[config.mk]
export PLATFORM = sky130hd
export DESIGN_NAME = indexed_ordered_list_top
export DESIGN_NICKNAME = d
export VERILOG_FILES = /design/src/ordl_pkg.sv /design/src/ordl_mem.sv /design/src/ordl_ctrl.sv /design/src/indexed_ordered_list_top.sv
export VERILOG_INCLUDE_DIRS = /design/src /design/src/src
export SDC_FILE = /design/constraint.sdc
export NUM_CORES = 1
export LEC_CHECK = 0
export BUFFER_PORTS_ARGS = -buffer_cell sky130_fd_sc_hd__buf_2
export CAP_MARGIN = 20
export CELL_PAD_IN_SITES_DETAIL_PLACEMENT = 0
export CELL_PAD_IN_SITES_GLOBAL_PLACEMENT = 1
export CORE_AREA = 5 5 201 300
export DETAILED_ROUTE_END_ITERATION = 7
export DIE_AREA = 0 0 206 305
export PLACE_DENSITY_LB_ADDON = 0.1
export SLEW_MARGIN = 5
export SYNTH_ARGS = -nofsm -noshare
export SYNTH_HDL_FRONTEND = slang
export SYNTH_SLANG_ARGS = --single-unit
[constraint.sdc]
create_clock -name clk -period 5.3 [get_ports clk]
set_clock_uncertainty 0.15 [all_clocks]
set_input_delay 0.53 -clock clk [delete_from_list [all_inputs] [get_ports clk]]
set_output_delay 0.53 -clock clk [all_outputs]
set_load 0.02 [all_outputs]
[src/indexed_ordered_list_top_assert.svh]
// ----------------------------------------------------------------------------
// Assertion macros for the ordered list block
// Shared property forms, clocked on clk and disabled while rst_n is low.
// ----------------------------------------------------------------------------
`ifndef INDEXED_ORDERED_LIST_TOP_ASSERT_SVH
`define INDEXED_ORDERED_LIST_TOP_ASSERT_SVH

// Same-cycle implication.
`define ORDL_ASSERT_IMP(label, ante, cons, msg) \
  label: assert property (@(posedge clk) disable iff (!rst_n) (ante) |-> (cons)) \
    else $error(msg);

// Next-cycle implication.
`define ORDL_ASSERT_NXT(label, ante, cons, msg) \
  label: assert property (@(posedge clk) disable iff (!rst_n) (ante) |=> (cons)) \
    else $error(msg);

`endif

[src/ordl_pkg.sv]
`timescale 1ns / 1ps
// ----------------------------------------------------------------------------
// ordl_pkg
// Types and constants shared by the ordered list block.
// ----------------------------------------------------------------------------
package ordl_pkg;

  localparam int ORDL_CAPACITY = 16;
  localparam int DATA_W        = 32;
  localparam int INDEX_W       = 8;
  localparam int ENTRIES_W     = 5;

  localparam logic [DATA_W-1:0] NOT_FOUND = '1;

  typedef enum logic [1:0] {
    CMD_READ   = 2'd0,
    CMD_INSERT = 2'd1,
    CMD_APPEND = 2'd2,
    CMD_REMOVE = 2'd3
  } cmd_t;

  typedef enum logic [2:0] {
    ST_IDLE,
    ST_READ,
    ST_STEP,
    ST_MOVE,
    ST_DONE
  } state_t;

  typedef struct packed {
    logic                 valid;
    logic                 ok;
    logic [DATA_W-1:0]    read_value;
    logic [ENTRIES_W-1:0] entries;
  } res_t;

endpackage

[src/ordl_mem.sv]
`timescale 1ns / 1ps
// ----------------------------------------------------------------------------
// ordl_mem
// Cell storage of the list: one write port, one read port, registered read.
// ----------------------------------------------------------------------------
module ordl_mem
  import ordl_pkg::*;
#(
  parameter int DEPTH = ORDL_CAPACITY,
  parameter int AW    = 4
) (
  input  logic              clk,
  input  logic              we,
  input  logic [AW-1:0]     waddr,
  input  logic [DATA_W-1:0] wdata,
  input  logic              re,
  input  logic [AW-1:0]     raddr,
  output logic [DATA_W-1:0] rdata
);

  logic [DATA_W-1:0] cells [DEPTH];
  logic [DATA_W-1:0] rdata_r;

  always_ff @(posedge clk) begin
    if (we) begin
      cells[waddr] <= wdata;
    end
  end

  always_ff @(posedge clk) begin
    if (re) begin
      rdata_r <= cells[raddr];
    end
  end

  assign rdata = rdata_r;

endmodule

[src/ordl_ctrl.sv]
`timescale 1ns / 1ps
// ----------------------------------------------------------------------------
// ordl_ctrl
// Command sequencer: decodes a command and walks the cells one move at a time.
// ----------------------------------------------------------------------------
module ordl_ctrl
  import ordl_pkg::*;
#(
  parameter int CAPACITY = ORDL_CAPACITY,
  parameter int AW       = 4
) (
  input  logic               clk,
  input  logic               rst_n,
  input  logic               in_valid,
  output logic               in_ready,
  input  cmd_t               in_cmd,
  input  logic [INDEX_W-1:0] in_index,
  input  logic [DATA_W-1:0]  in_value,
  output res_t               res,
  input  logic               res_take,
  output logic               mem_we,
  output logic [AW-1:0]      mem_waddr,
  output logic [DATA_W-1:0]  mem_wdata,
  output logic               mem_re,
  output logic [AW-1:0]      mem_raddr,
  input  logic [DATA_W-1:0]  mem_rdata
);

  localparam int OW = $clog2(CAPACITY + 1);
  localparam int CW = (OW > INDEX_W) ? OW : INDEX_W;

  state_t            state_r, state_nxt;
  cmd_t              cmd_r, cmd_nxt;
  logic [DATA_W-1:0] val_r, val_nxt;
  logic [DATA_W-1:0] rd_r, rd_nxt;
  logic              ok_r, ok_nxt;
  logic [OW-1:0]     ptr_r, ptr_nxt;
  logic [OW-1:0]     occ_r, occ_nxt;

  logic [CW-1:0]     idx_ext;
  logic [CW-1:0]     occ_ext;
  logic              idx_hit;
  logic              not_full;
  logic [OW-1:0]     ptr_inc;
  logic [OW-1:0]     ptr_dec;

  always_ff @(posedge clk) begin
    if (!rst_n) begin
      state_r <= ST_IDLE;
      occ_r   <= '0;
    end else begin
      state_r <= state_nxt;
      occ_r   <= occ_nxt;
    end
  end

  always_ff @(posedge clk) begin
    cmd_r <= cmd_nxt;
    val_r <= val_nxt;
    rd_r  <= rd_nxt;
    ok_r  <= ok_nxt;
    ptr_r <= ptr_nxt;
  end

  // Separate pointer increment and decrement serve the two shift directions.
  assign idx_ext  = CW'(in_index);
  assign occ_ext  = CW'(occ_r);
  assign idx_hit  = idx_ext < occ_ext;
  assign not_full = occ_r < OW'(CAPACITY);
  assign ptr_inc  = ptr_r + 1'b1;
  assign ptr_dec  = ptr_r - 1'b1;

  always_comb begin
    state_nxt = state_r;
    cmd_nxt   = cmd_r;
    val_nxt   = val_r;
    rd_nxt    = rd_r;
    ok_nxt    = ok_r;
    ptr_nxt   = ptr_r;
    occ_nxt   = occ_r;
    in_ready  = 1'b0;
    mem_we    = 1'b0;
    mem_waddr = AW'(ptr_r);
    mem_wdata = val_r;
    mem_re    = 1'b0;
    mem_raddr = AW'(ptr_r);

    unique case (state_r)
      ST_IDLE: begin
        in_ready = 1'b1;
        if (in_valid) begin
          cmd_nxt = in_cmd;
          val_nxt = in_value;
          ok_nxt  = 1'b0;
          rd_nxt  = '0;
          unique case (in_cmd)
            CMD_READ: begin
              if (idx_hit) begin
                mem_re    = 1'b1;
                mem_raddr = AW'(in_index);
                state_nxt = ST_READ;
              end else begin
                rd_nxt    = NOT_FOUND;
                state_nxt = ST_DONE;
              end
            end
            CMD_INSERT: begin
              ptr_nxt   = occ_r;
              state_nxt = not_full ? ST_STEP : ST_DONE;
            end
            CMD_APPEND: begin
              if (not_full) begin
                mem_we    = 1'b1;
                mem_waddr = AW'(occ_r);
                mem_wdata = in_value;
                occ_nxt   = occ_r + 1'b1;
                ok_nxt    = 1'b1;
              end
              state_nxt = ST_DONE;
            end
            CMD_REMOVE: begin
              ptr_nxt   = OW'(in_index);
              state_nxt = idx_hit ? ST_STEP : ST_DONE;
            end
            default: state_nxt = ST_DONE;
          endcase
        end
      end

      ST_READ: begin
        rd_nxt    = mem_rdata;
        ok_nxt    = 1'b1;
        state_nxt = ST_DONE;
      end

      // Insert walks from the back towards the front, remove from the
      // removed position towards the back; each move is a read then a write.
      ST_STEP: begin
        if (cmd_r == CMD_INSERT) begin
          if (ptr_r == '0) begin
            mem_we    = 1'b1;
            occ_nxt   = occ_r + 1'b1;
            ok_nxt    = 1'b1;
            state_nxt = ST_DONE;
          end else begin
            mem_re    = 1'b1;
            mem_raddr = AW'(ptr_dec);
            state_nxt = ST_MOVE;
          end
        end else begin
          if (ptr_inc >= occ_r) begin
            occ_nxt   = occ_r - 1'b1;
            ok_nxt    = 1'b1;
            state_nxt = ST_DONE;
          end else begin
            mem_re    = 1'b1;
            mem_raddr = AW'(ptr_inc);
            state_nxt = ST_MOVE;
          end
        end
      end

      ST_MOVE: begin
        mem_we    = 1'b1;
        mem_wdata = mem_rdata;
        ptr_nxt   = (cmd_r == CMD_INSERT) ? ptr_dec : ptr_inc;
        state_nxt = ST_STEP;
      end

      ST_DONE: begin
        if (res_take) begin
          state_nxt = ST_IDLE;
        end
      end

      default: state_nxt = ST_IDLE;
    endcase
  end

  logic [CW-1:0] occ_cnt;
  assign occ_cnt = CW'(occ_r);
  assign res     = {(state_r == ST_DONE), ok_r, rd_r, occ_cnt[ENTRIES_W-1:0]};

endmodule

[src/indexed_ordered_list_top.sv]
`timescale 1ns / 1ps
// ----------------------------------------------------------------------------
// indexed_ordered_list_top
// Bounded ordered list of signed 32-bit values driven by a command stream.
// ----------------------------------------------------------------------------
// Each input item is one command (read at index, insert at front, append at
// back, remove at index) and gives exactly one result item with the value
// read, a success flag and the entry count after the command.
// Input: in_tuser carries the command, in_tdata the index and the value.
// Output: out_tdata carries the value read and the entry count, out_tuser ok.
// A read fetches the cell at the index; an append writes at the back at once;
// a failed command writes nothing; insert moves all N entries held back by one,
// remove moves the entries behind index I forward by one. The result reaches
// out_tvalid in the same cycle as the next command can be taken. Each cell move
// costs a memory read and a write through the single port pair of the store.
// The block takes one command at a time; in_tready is low while it works.
// A finished result waits in the output register while the next command is
// taken and worked on; if that result is still stalled when the next one is
// ready, the sequencer holds until out_tready frees the register.
// Reset empties the list at once, with no clearing pass; cell contents are
// left as they were and are never read until written again.
// ----------------------------------------------------------------------------
module indexed_ordered_list_top
  import ordl_pkg::*;
#(
  parameter int CAPACITY = ORDL_CAPACITY
) (
  input  logic        clk,
  input  logic        rst_n,
  input  logic        in_tvalid,
  output logic        in_tready,
  input  logic [39:0] in_tdata,   // index [7:0], value [39:8]
  input  logic [1:0]  in_tuser,   // cmd [1:0]
  output logic        out_tvalid,
  input  logic        out_tready,
  output logic [39:0] out_tdata,  // read_value [31:0], entries [36:32], zero fill
  output logic        out_tuser   // ok [0]
);

  localparam int AW = (CAPACITY > 1) ? $clog2(CAPACITY) : 1;

  res_t              res;
  logic              res_take;
  logic              mem_we;
  logic [AW-1:0]     mem_waddr;
  logic [DATA_W-1:0] mem_wdata;
  logic              mem_re;
  logic [AW-1:0]     mem_raddr;
  logic [DATA_W-1:0] mem_rdata;

  logic              out_valid_r;
  res_t              out_res_r;

  ordl_ctrl #(
    .CAPACITY (CAPACITY),
    .AW       (AW)
  ) u_ctrl (
    .clk       (clk),
    .rst_n     (rst_n),
    .in_valid  (in_tvalid),
    .in_ready  (in_tready),
    .in_cmd    (cmd_t'(in_tuser)),
    .in_index  (in_tdata[7:0]),
    .in_value  (in_tdata[39:8]),
    .res       (res),
    .res_take  (res_take),
    .mem_we    (mem_we),
    .mem_waddr (mem_waddr),
    .mem_wdata (mem_wdata),
    .mem_re    (mem_re),
    .mem_raddr (mem_raddr),
    .mem_rdata (mem_rdata)
  );

  ordl_mem #(
    .DEPTH (CAPACITY),
    .AW    (AW)
  ) u_mem (
    .clk   (clk),
    .we    (mem_we),
    .waddr (mem_waddr),
    .wdata (mem_wdata),
    .re    (mem_re),
    .raddr (mem_raddr),
    .rdata (mem_rdata)
  );

  // The output register is refilled as soon as it is empty or being drained.
  assign res_take = res.valid && (!out_valid_r || out_tready);

  always_ff @(posedge clk) begin
    if (!rst_n) begin
      out_valid_r <= 1'b0;
    end else if (res_take) begin
      out_valid_r <= 1'b1;
    end else if (out_tready) begin
      out_valid_r <= 1'b0;
    end
  end

  always_ff @(posedge clk) begin
    if (res_take) begin
      out_res_r <= res;
    end
  end

  assign out_tvalid = out_valid_r;
  assign out_tdata  = {3'b000, out_res_r.entries, out_res_r.read_value};
  assign out_tuser  = out_res_r.ok;

`include "indexed_ordered_list_top_assert.svh"

  `ORDL_ASSERT_IMP(a_ready_no_pending, in_tready, !res.valid, "ready with a pending result")
  `ORDL_ASSERT_NXT(a_busy_after_accept, in_tvalid && in_tready, !in_tready, "ready after accept")
  `ORDL_ASSERT_NXT(a_take_fills_out, res_take, out_tvalid, "taken result not presented")
  `ORDL_ASSERT_IMP(a_failed_read_value, res.valid && !res.ok && res.read_value != '0, res.read_value == NOT_FOUND, "bad value on failure")

endmodule
==> qor.yml, run 1 <==
run_status:
  run_status: "finished, final reports clean"
clock_network:
  htreeDepth: 3
  post_cts_buffers: 0
  path_clk_slew_ps: 60
  cts_max_path_buffers: 3
  cts_tree: "built"
  clk_latency_ps: 610
  cts_inserted_buffers: 66
  cts_root_buffer: "clkbuf_16"
  cts.sinks: 663
grt:
  grt_use_total: 0.2301
  grt_max_degree: 76
  grt_antenna_before_repair: 0
  overflow: 0
  grt_pass1_vias: 15738
  grt_first_pass_wirelength_um: 105900
route:
  vias: 15932
  remaining_drc_errors: 0
  routed_wl_um: 72750
  routedWlPerCell_um: 26.61
  drtAntennaViolNets: 0
  drt-initial-drc-count: 1345
  detail_route.vias_per_cell: 5.827
  first_pass_iters: 7
synthesis:
  synth_edf_count: 654
  ys_seq_area_frac: 0.7427
  syn-cell-area_um2: 26690
  synthCells: 1777
  synth_top_flop_cell: "edfxtp_1"
  syn_avg_cell_area_um2: 15.02
  synth_top_area_frac: 0.7359
  synthTopCellsByArea: "edfxtp_1 74%, mux2i_1 5.1%, nand2_1 3.5%"
  yosys_warnings: 0
  async_flop_share: 0
  synth_cell_types: 55
  synthTopCellsByCount: "654 x edfxtp_1, 247 x nand2_1, 137 x mux2i_1, 114 x a21oi_1, 78 x o21ai_0"
  synth.most_common_cell: "edfxtp_1"
  synth_top_area_cell: "edfxtp_1"
  ys_seq_elements: 663
sta:
  slew_viol_final: 0
  hold_violations: 0
  rsz0062_at_grt: "no"
  worst_pin_slew_ps: 1099
  setup_viol_count_final: 0
  worst_slew_margin_rel: 0.2641
  min_period_ps: 4718
  post-route-period-util: 0.8902
  finalSetupTns_ps: 0
  clock.fmax_mhz: 212.0
setup_path:
  endpoint_kind: "flop"
  arrival_ps: 4910
  path_class: "flop to flop"
  cp_max_fo: 33
  crit_required_ps: 5500
  cp-start-kind: "flop"
floorplanning:
  rows: 108
  start_util: 0.4647
  die_y_um: 305
  dieArea_um2: 62830
  core_um2: 57430
  num_io_pins: 89
  die_x_um: 206
layout:
  area_delta_synth_final_pct: 15.77
  antenna_cells: 0
  drive_gt1_frac: 0.1456
  fin_nets: 1973
hold_path:
  hold_class: "input port to flop"
power:
  p_leak_nw: 10.81
  power_mw: 11.86
  peakVddDrop_uv: 234.3
  power_per_cell_area_nw_per_um2: 383.7
placed_design:
  gp_congestion: 0.8705
  numPortBuffers: 85
  dp.final_hpwl_um: 41130
flow_run:
  cap_violations: 0
[sequential cells by signal, summed over array words and instances (netlist names)]
name / flops
out_tdata: 37
u_ctrl.val_r: 32
u_mem.rdata: 32
u_ctrl.ok_r: 1
u_mem.cells: 512
u_ctrl.ptr_r: 5
u_ctrl.occ_r: 5
out_tuser: 1
u_ctrl.cmd_r: 2
out_tvalid: 1
u_ctrl.state_r: 3
u_ctrl.rd_r: 32
[metal layers]
layer | vias up | wire length [µm] | part of all wire | GRT usage
met2 | 505 | 37290 | 0.51 | 0.3922
li1 | 7147 | - | - | -
met4 | 0 | 1717 | 0.024 | 0.06751
met1 | 8173 | 29970 | 0.41 | 0.3086
met3 | 107 | 3774 | 0.052 | 0.03212
met5 | - | 0 | 0 | 0
[kinds of logic (layout without fill, tap and decap cells)]
kind of cell | Yosys count | after routing | synth area share
other | 1 | 3 | 0.0001405
XOR/XNOR | 10 | 10 | 0.003282
buffers and inverters | 123 | 308 | 0.01988
AO/OA/AOI/OAI | 450 | 450 | 0.1130
flip-flops | 663 | 663 | 0.7427
multiplexers | 137 | 137 | 0.05139
AND/OR/NAND/NOR | 380 | 380 | 0.06353
adder cells (fa/ha/maj) | 13 | 13 | 0.006095
[layout by cell type (no fill, tap or decap), types with 11 or more instances in the layout]
cell           count
edfxtp_1         654
nor2_1            24
o21ai_0           76
clkinv_2          12
nor2_4            20
clkbuf_16         68
o2111ai_1         32
nand2_1          247
o211ai_1          35
buf_4             52
dlygate4sd3_1     31
mux2i_1          137
o22a_1            33
a22oi_1           65
a21o_1            66
buf_12            11
clkbuf_1          16
nand3b_1          33
buf_2             85
a21oi_1          114
ha_1              13
[power breakdown]
part	internal, mW	leakage, nW	switching, mW
Combinational	0.373	3.73	0.809
Sequential	5.96	6.03	0.0370
Clock	2.72	1.05	1.96
Total	9.05	10.8	2.81
[cell type report]
cell class / instances / area [µm²]
clock buffer: 84 / 1762
clock inverter: 34 / 382.9
fill: 4671 / 26540
inverter: 11 / 41.29
multi-input combinational: 993 / 6580
sequential: 663 / 19820
tap: 770 / 963.4
timing repair buffer: 179 / 1346
[critical path: stages (launching register included)]
cell and delay (ps):
edfxtp_1 440, buf_4 240, inv_1 140, ha_1 420, ha_1 220, a211o_1 260, a31oi_2 290, o22ai_1 140
a2bb2oi_1 200, a221oi_4 330, buf_4 590, nand2_1 150, buf_4 290, a21o_1 220, o2111ai_1 240, o211ai_1 110
[worst paths after layout]
check / to / cells after the start / slack [ps] / startpoint
max: u_mem.rdata[16] / 15 / 580 / u_ctrl.ptr_r[0]
min: u_ctrl.state_r[0] / 2 / 30 / rst_n
max reg2reg: u_mem.rdata[16] / 15 / 580 / u_ctrl.ptr_r[0]
min reg2reg: out_tdata[3] / 0 / 260 / u_ctrl.rd_r[3]
[through the flow]
step | std cells | cell area, µm² | hold WS [ps] | setup WS (ps) | utilization
finish | 2734 | 30890 | 33.80 | 582.1 | 0.5380
CTS | 2733 | 30870 | 8.916 | 376.6 | 0.5375
detailed placement | 2584 | 28410 | 254.5 | 415.5 | 0.4948
floorplan | 1779 | 26690 | 250.3 | 408.9 | -
global route | 2734 | 30890 | 36.07 | 167.9 | 0.5380
global placement | 2584 | 28410 | 252.1 | 546.7 | 0.4948
[what timing repair did]
action | in CTS | in global routing
hold endpoints to repair | 31 | 0
gates resized for setup | 0 | 1
setup endpoints to repair | 0 | 13
hold buffers | 31 | 0
(Power assumes the default switching activity.)
==> run 2, diff against run 1 <==
--- a/config.mk
+++ b/config.mk
@@ -10,11 +10,12 @@
 export CAP_MARGIN = 20
 export CELL_PAD_IN_SITES_DETAIL_PLACEMENT = 0
 export CELL_PAD_IN_SITES_GLOBAL_PLACEMENT = 1
-export CORE_AREA = 5 5 201 300
+export CORE_AREA = 5 5 236 238
 export DETAILED_ROUTE_END_ITERATION = 7
-export DIE_AREA = 0 0 206 305
+export DIE_AREA = 0 0 241 243
 export PLACE_DENSITY_LB_ADDON = 0.1
 export SLEW_MARGIN = 5
 export SYNTH_ARGS = -nofsm -noshare
 export SYNTH_HDL_FRONTEND = slang
+export SYNTH_HIERARCHICAL = 1
 export SYNTH_SLANG_ARGS = --single-unit
==> qor.yml, run 2 <==
clock_network:
  cts_root_buffer: "clkbuf_16"
  htreeDepth: 3  # unchanged
  cts_hold_buf: 29  # -6.5%
  path_clk_slew_ps: 60  # about the same
  cts_inserted_buffers: 69  # +4.5%
  clk_latency_ps: 600  # about the same
  cts_max_path_buffers: 3  # unchanged
  post_cts_resized: 0  # unchanged
  post_cts_buffers: 0  # unchanged
  cts_tree: "built"
  cts.sinks: 663  # unchanged
sta:
  hold_violations: 0  # unchanged
  post-route-period-util: 0.8434  # -0.04675
  slew_viol_final: 0  # unchanged
  fin_ws_ps: 829.9  # +247.8 ps
  rsz0062_at_grt: "no"
  worst_slew_margin_rel: 0.3091  # +0.04502
  finalSetupTns_ps: 0  # unchanged
  min_period_ps: 4470  # -247.8 ps
  setup_viol_count_final: 0  # unchanged
  worst_pin_slew_ps: 1032  # -66.31 ps
  clock.fmax_mhz: 223.7  # +5.5%
  fin_hold_ws_ps: 25.79  # -8.007 ps
setup_path:
  path_class: "flop to flop"
  rr_startpoint: "u_ctrl/ptr_r[0]"
  critPathMaxStageDelay_ps: 550  # -40 ps
  slowest_stage: "mux4_2"
  crit_required_ps: 5490  # about the same
  ff2ff_setup_slack_ps: 830  # +250 ps
  cp_max_fo: 41  # +24%
  cp_cell_sequence: "ha_1, nand3_1, xnor2_1, ha_1, a21oi_1, nand2_1, a31o_2, and2_1, a21o_1, a221oi_4, buf_4, buf_12, mux4_2, a22oi_1, nand2_1"
  endpoint_kind: "flop"
  r2r_end: "u_mem/rdata[27]"
  arrival_ps: 4660  # -250 ps
  reg2regPathDepth: 15  # unchanged
  cp-start-kind: "flop"
route:
  routed_wl_um: 61130  # -16%
  detail_route.vias_per_cell: 5.911  # +1.4%
  routedWlPerCell_um: 27.71  # +4.1%
  drtAntennaViolNets: 0  # unchanged
  remaining_drc_errors: 0  # unchanged
  drt-initial-drc-count: 1254  # -6.8%
  first_pass_iters: 5  # -2
  vias: 13040  # -18%
layout:
  regMostFlops: "u_mem/cells"
  area_delta_synth_final_pct: 15.93
  antenna_cells: 0  # unchanged
  final_cell_mix: "654 x edfxtp_1, 128 x nand2_1, 128 x mux4_2"
  fin_util: 0.5602  # +0.02223
  nFillCells: 4130  # -12%
  fin_nets: 1516  # -23%
  drive_gt1_frac: 0.2530  # +0.1074
  stdcell_count: 2206  # -19%
  final_area_um2: 29910  # -3.2%
  largest_reg_flops: 512  # unchanged
  final_common_cell: "edfxtp_1"
floorplanning:
  start_util: 0.4832  # +0.01856
  die_y_um: 243  # -20%
  core_um2: 53390  # -7.0%
  dieArea_um2: 58560  # -6.8%
  rows: 85  # -21%
  die_x_um: 241  # +17%
  num_io_pins: 89  # unchanged
hold_path:
  worstHoldPathCells: 1  # -1
  worstHoldStart: "in_tdata[28]"
  worstHoldEndpoint: "u_ctrl/val_r[20]"
  hold_class: "input port to flop"
placed_design:
  dpl_cell_area_um2: 27510  # -3.2%
  dp_cells: 2053  # -21%
  dp.final_hpwl_um: 30860  # -25%
  gp_congestion: 0.7574  # -13%
  numPortBuffers: 85  # unchanged
  place_ws_ps: 837.8  # +422.3 ps
synthesis:
  synth_top_flop_cell: "edfxtp_1"
  yosys_warnings: 6  # +6
  synthMuxAreaShare: 0.1169  # +0.06554
  synth_top_area_cell: "edfxtp_1"
  ys_seq_area_frac: 0.7682  # +0.02554
  synth_top_area_frac: 0.7612  # +0.02531
  synth_compound_area_frac: 0.05151  # -0.06149
  syn-cell-area_um2: 25800  # -3.3%
  synth_cell_types: 59  # +7.3%
  synthTopCellsByArea: "edfxtp_1 76%, mux4_2 11%, a22oi_1 2.8%"
  syn_avg_cell_area_um2: 19.77  # +32%
  synth-xor-area-share: 0.003395  # +0.0001129
  async_flop_share: 0  # unchanged
  synth_fa_ha_area_frac: 0.006305  # +0.0002096
  synthTopCellsByCount: "654 x edfxtp_1, 128 x mux4_2, 128 x nand2_1, 96 x a22oi_1, 33 x a21o_1"
  synthCells: 1305  # -27%
  synth_edf_count: 654  # unchanged
  synth.most_common_cell: "edfxtp_1"
  synth_top_family_by_area: "multiplexers"
  yosys.area_share.simple: 0.03759  # -0.02594
  ys_seq_elements: 663  # unchanged
grt:
  grt_max_degree: 129  # +70%
  grt_antenna_before_repair: 0  # unchanged
  overflow: 0  # unchanged
  grt_pass1_vias: 13373  # -15%
  grt_use_total: 0.2119  # -0.01819
  grt_first_pass_wirelength_um: 90470  # -15%
power:
  peakVddDrop_uv: 294.9  # +26%
  power_mw: 13.74  # +16%
  p_leak_nw: 10.00  # -7.5%
  power_per_cell_area_nw_per_um2: 459.5  # +20%
run_status:
  run_status: "finished, final reports clean"
flow_run:
  cap_violations: 0  # unchanged
[run 2: cell types whose count changed in the layout (fill, tap and decap cells not counted), moves of 35 or more]
cell | before | now
a21oi_1 | 114 | 9
nand2_1 | 247 | 128
o21ai_0 | 76 | 16
mux2i_1 | 137 | 10
mux4_2 | 0 | 128
buf_4 | 52 | 17
[run 2: where the power goes]
part	leakage (nW)	switching, mW	internal [mW]
combinational	2.94	1.64	1.03
clock	1.04	1.93	2.61
sequential	6.03	0.107	6.43
total	10.0	3.68	10.1
[run 2: cell type report]
cell class                 instances  area (µm²)  share of cell area
timing repair buffer             153        1284             0.04292
clock inverter                    39       240.2            0.008032
multi-input combinational        558        5776              0.1931
sequential                       663       19820              0.6627
clock buffer                      85        1872             0.06259
tap                              696       870.8             0.02912
inverter                          12       46.29            0.001548
[run 2: how the worst max path moves through the flow]
| stage | startpoint | endpoint | slack (ps) | cells after the start |
|---|---|---|---|---|
| finish | u_ctrl/ptr_r[0] | u_mem/rdata[27] | 830 | 15 |
| global route | u_ctrl/ptr_r[0] | u_mem/rdata[27] | 470 | 15 |
| CTS | u_ctrl/ptr_r[0] | u_mem/rdata[27] | 830 | 15 |
| detailed placement | u_ctrl/ptr_r[0] | u_mem/rdata[20] | 840 | 15 |
| global placement | u_ctrl/ptr_r[0] | u_mem/rdata[14] | 930 | 14 |
| floorplan | u_ctrl/state_r[2] | u_mem/cells[0][0] | 220 | 10 |
[run 2: critical path, delay by kind of cell, from the launching register on]
kind                       cells  cell delay [ps]
AOI/OAI and AO/OA              5             1160
xor gates and xnor gates       1              170
adders and majority gates      2              600
buffers and inverters          2              590
DFF                            1              450
muxes                          1              550
and+or+nand+nor                4              520
[run 2: logic make-up (layout without fill, tap and decap cells)]
logic type	Yosys count	in the layout
AO/OA/AOI/OAI	183	183
XOR/XNOR	10	10
adder cells (fa/ha/maj)	13	13
buffers and inverters	86	289
flip-flops	663	663
multiplexers	141	141
other	1	3
AND/OR/NAND/NOR	208	208
[run 2: per-layer routing]
| layer | up-vias | GRT usage | routed length (µm) |
|---|---|---|---|
| li1 | 5631 | - | - |
| met1 | 6908 | 0.2996 | 25620 |
| met2 | 445 | 0.3478 | 30550 |
| met3 | 56 | 0.04007 | 4130 |
| met4 | 0 | 0.04829 | 819 |
| met5 | - | 0 | 0 |
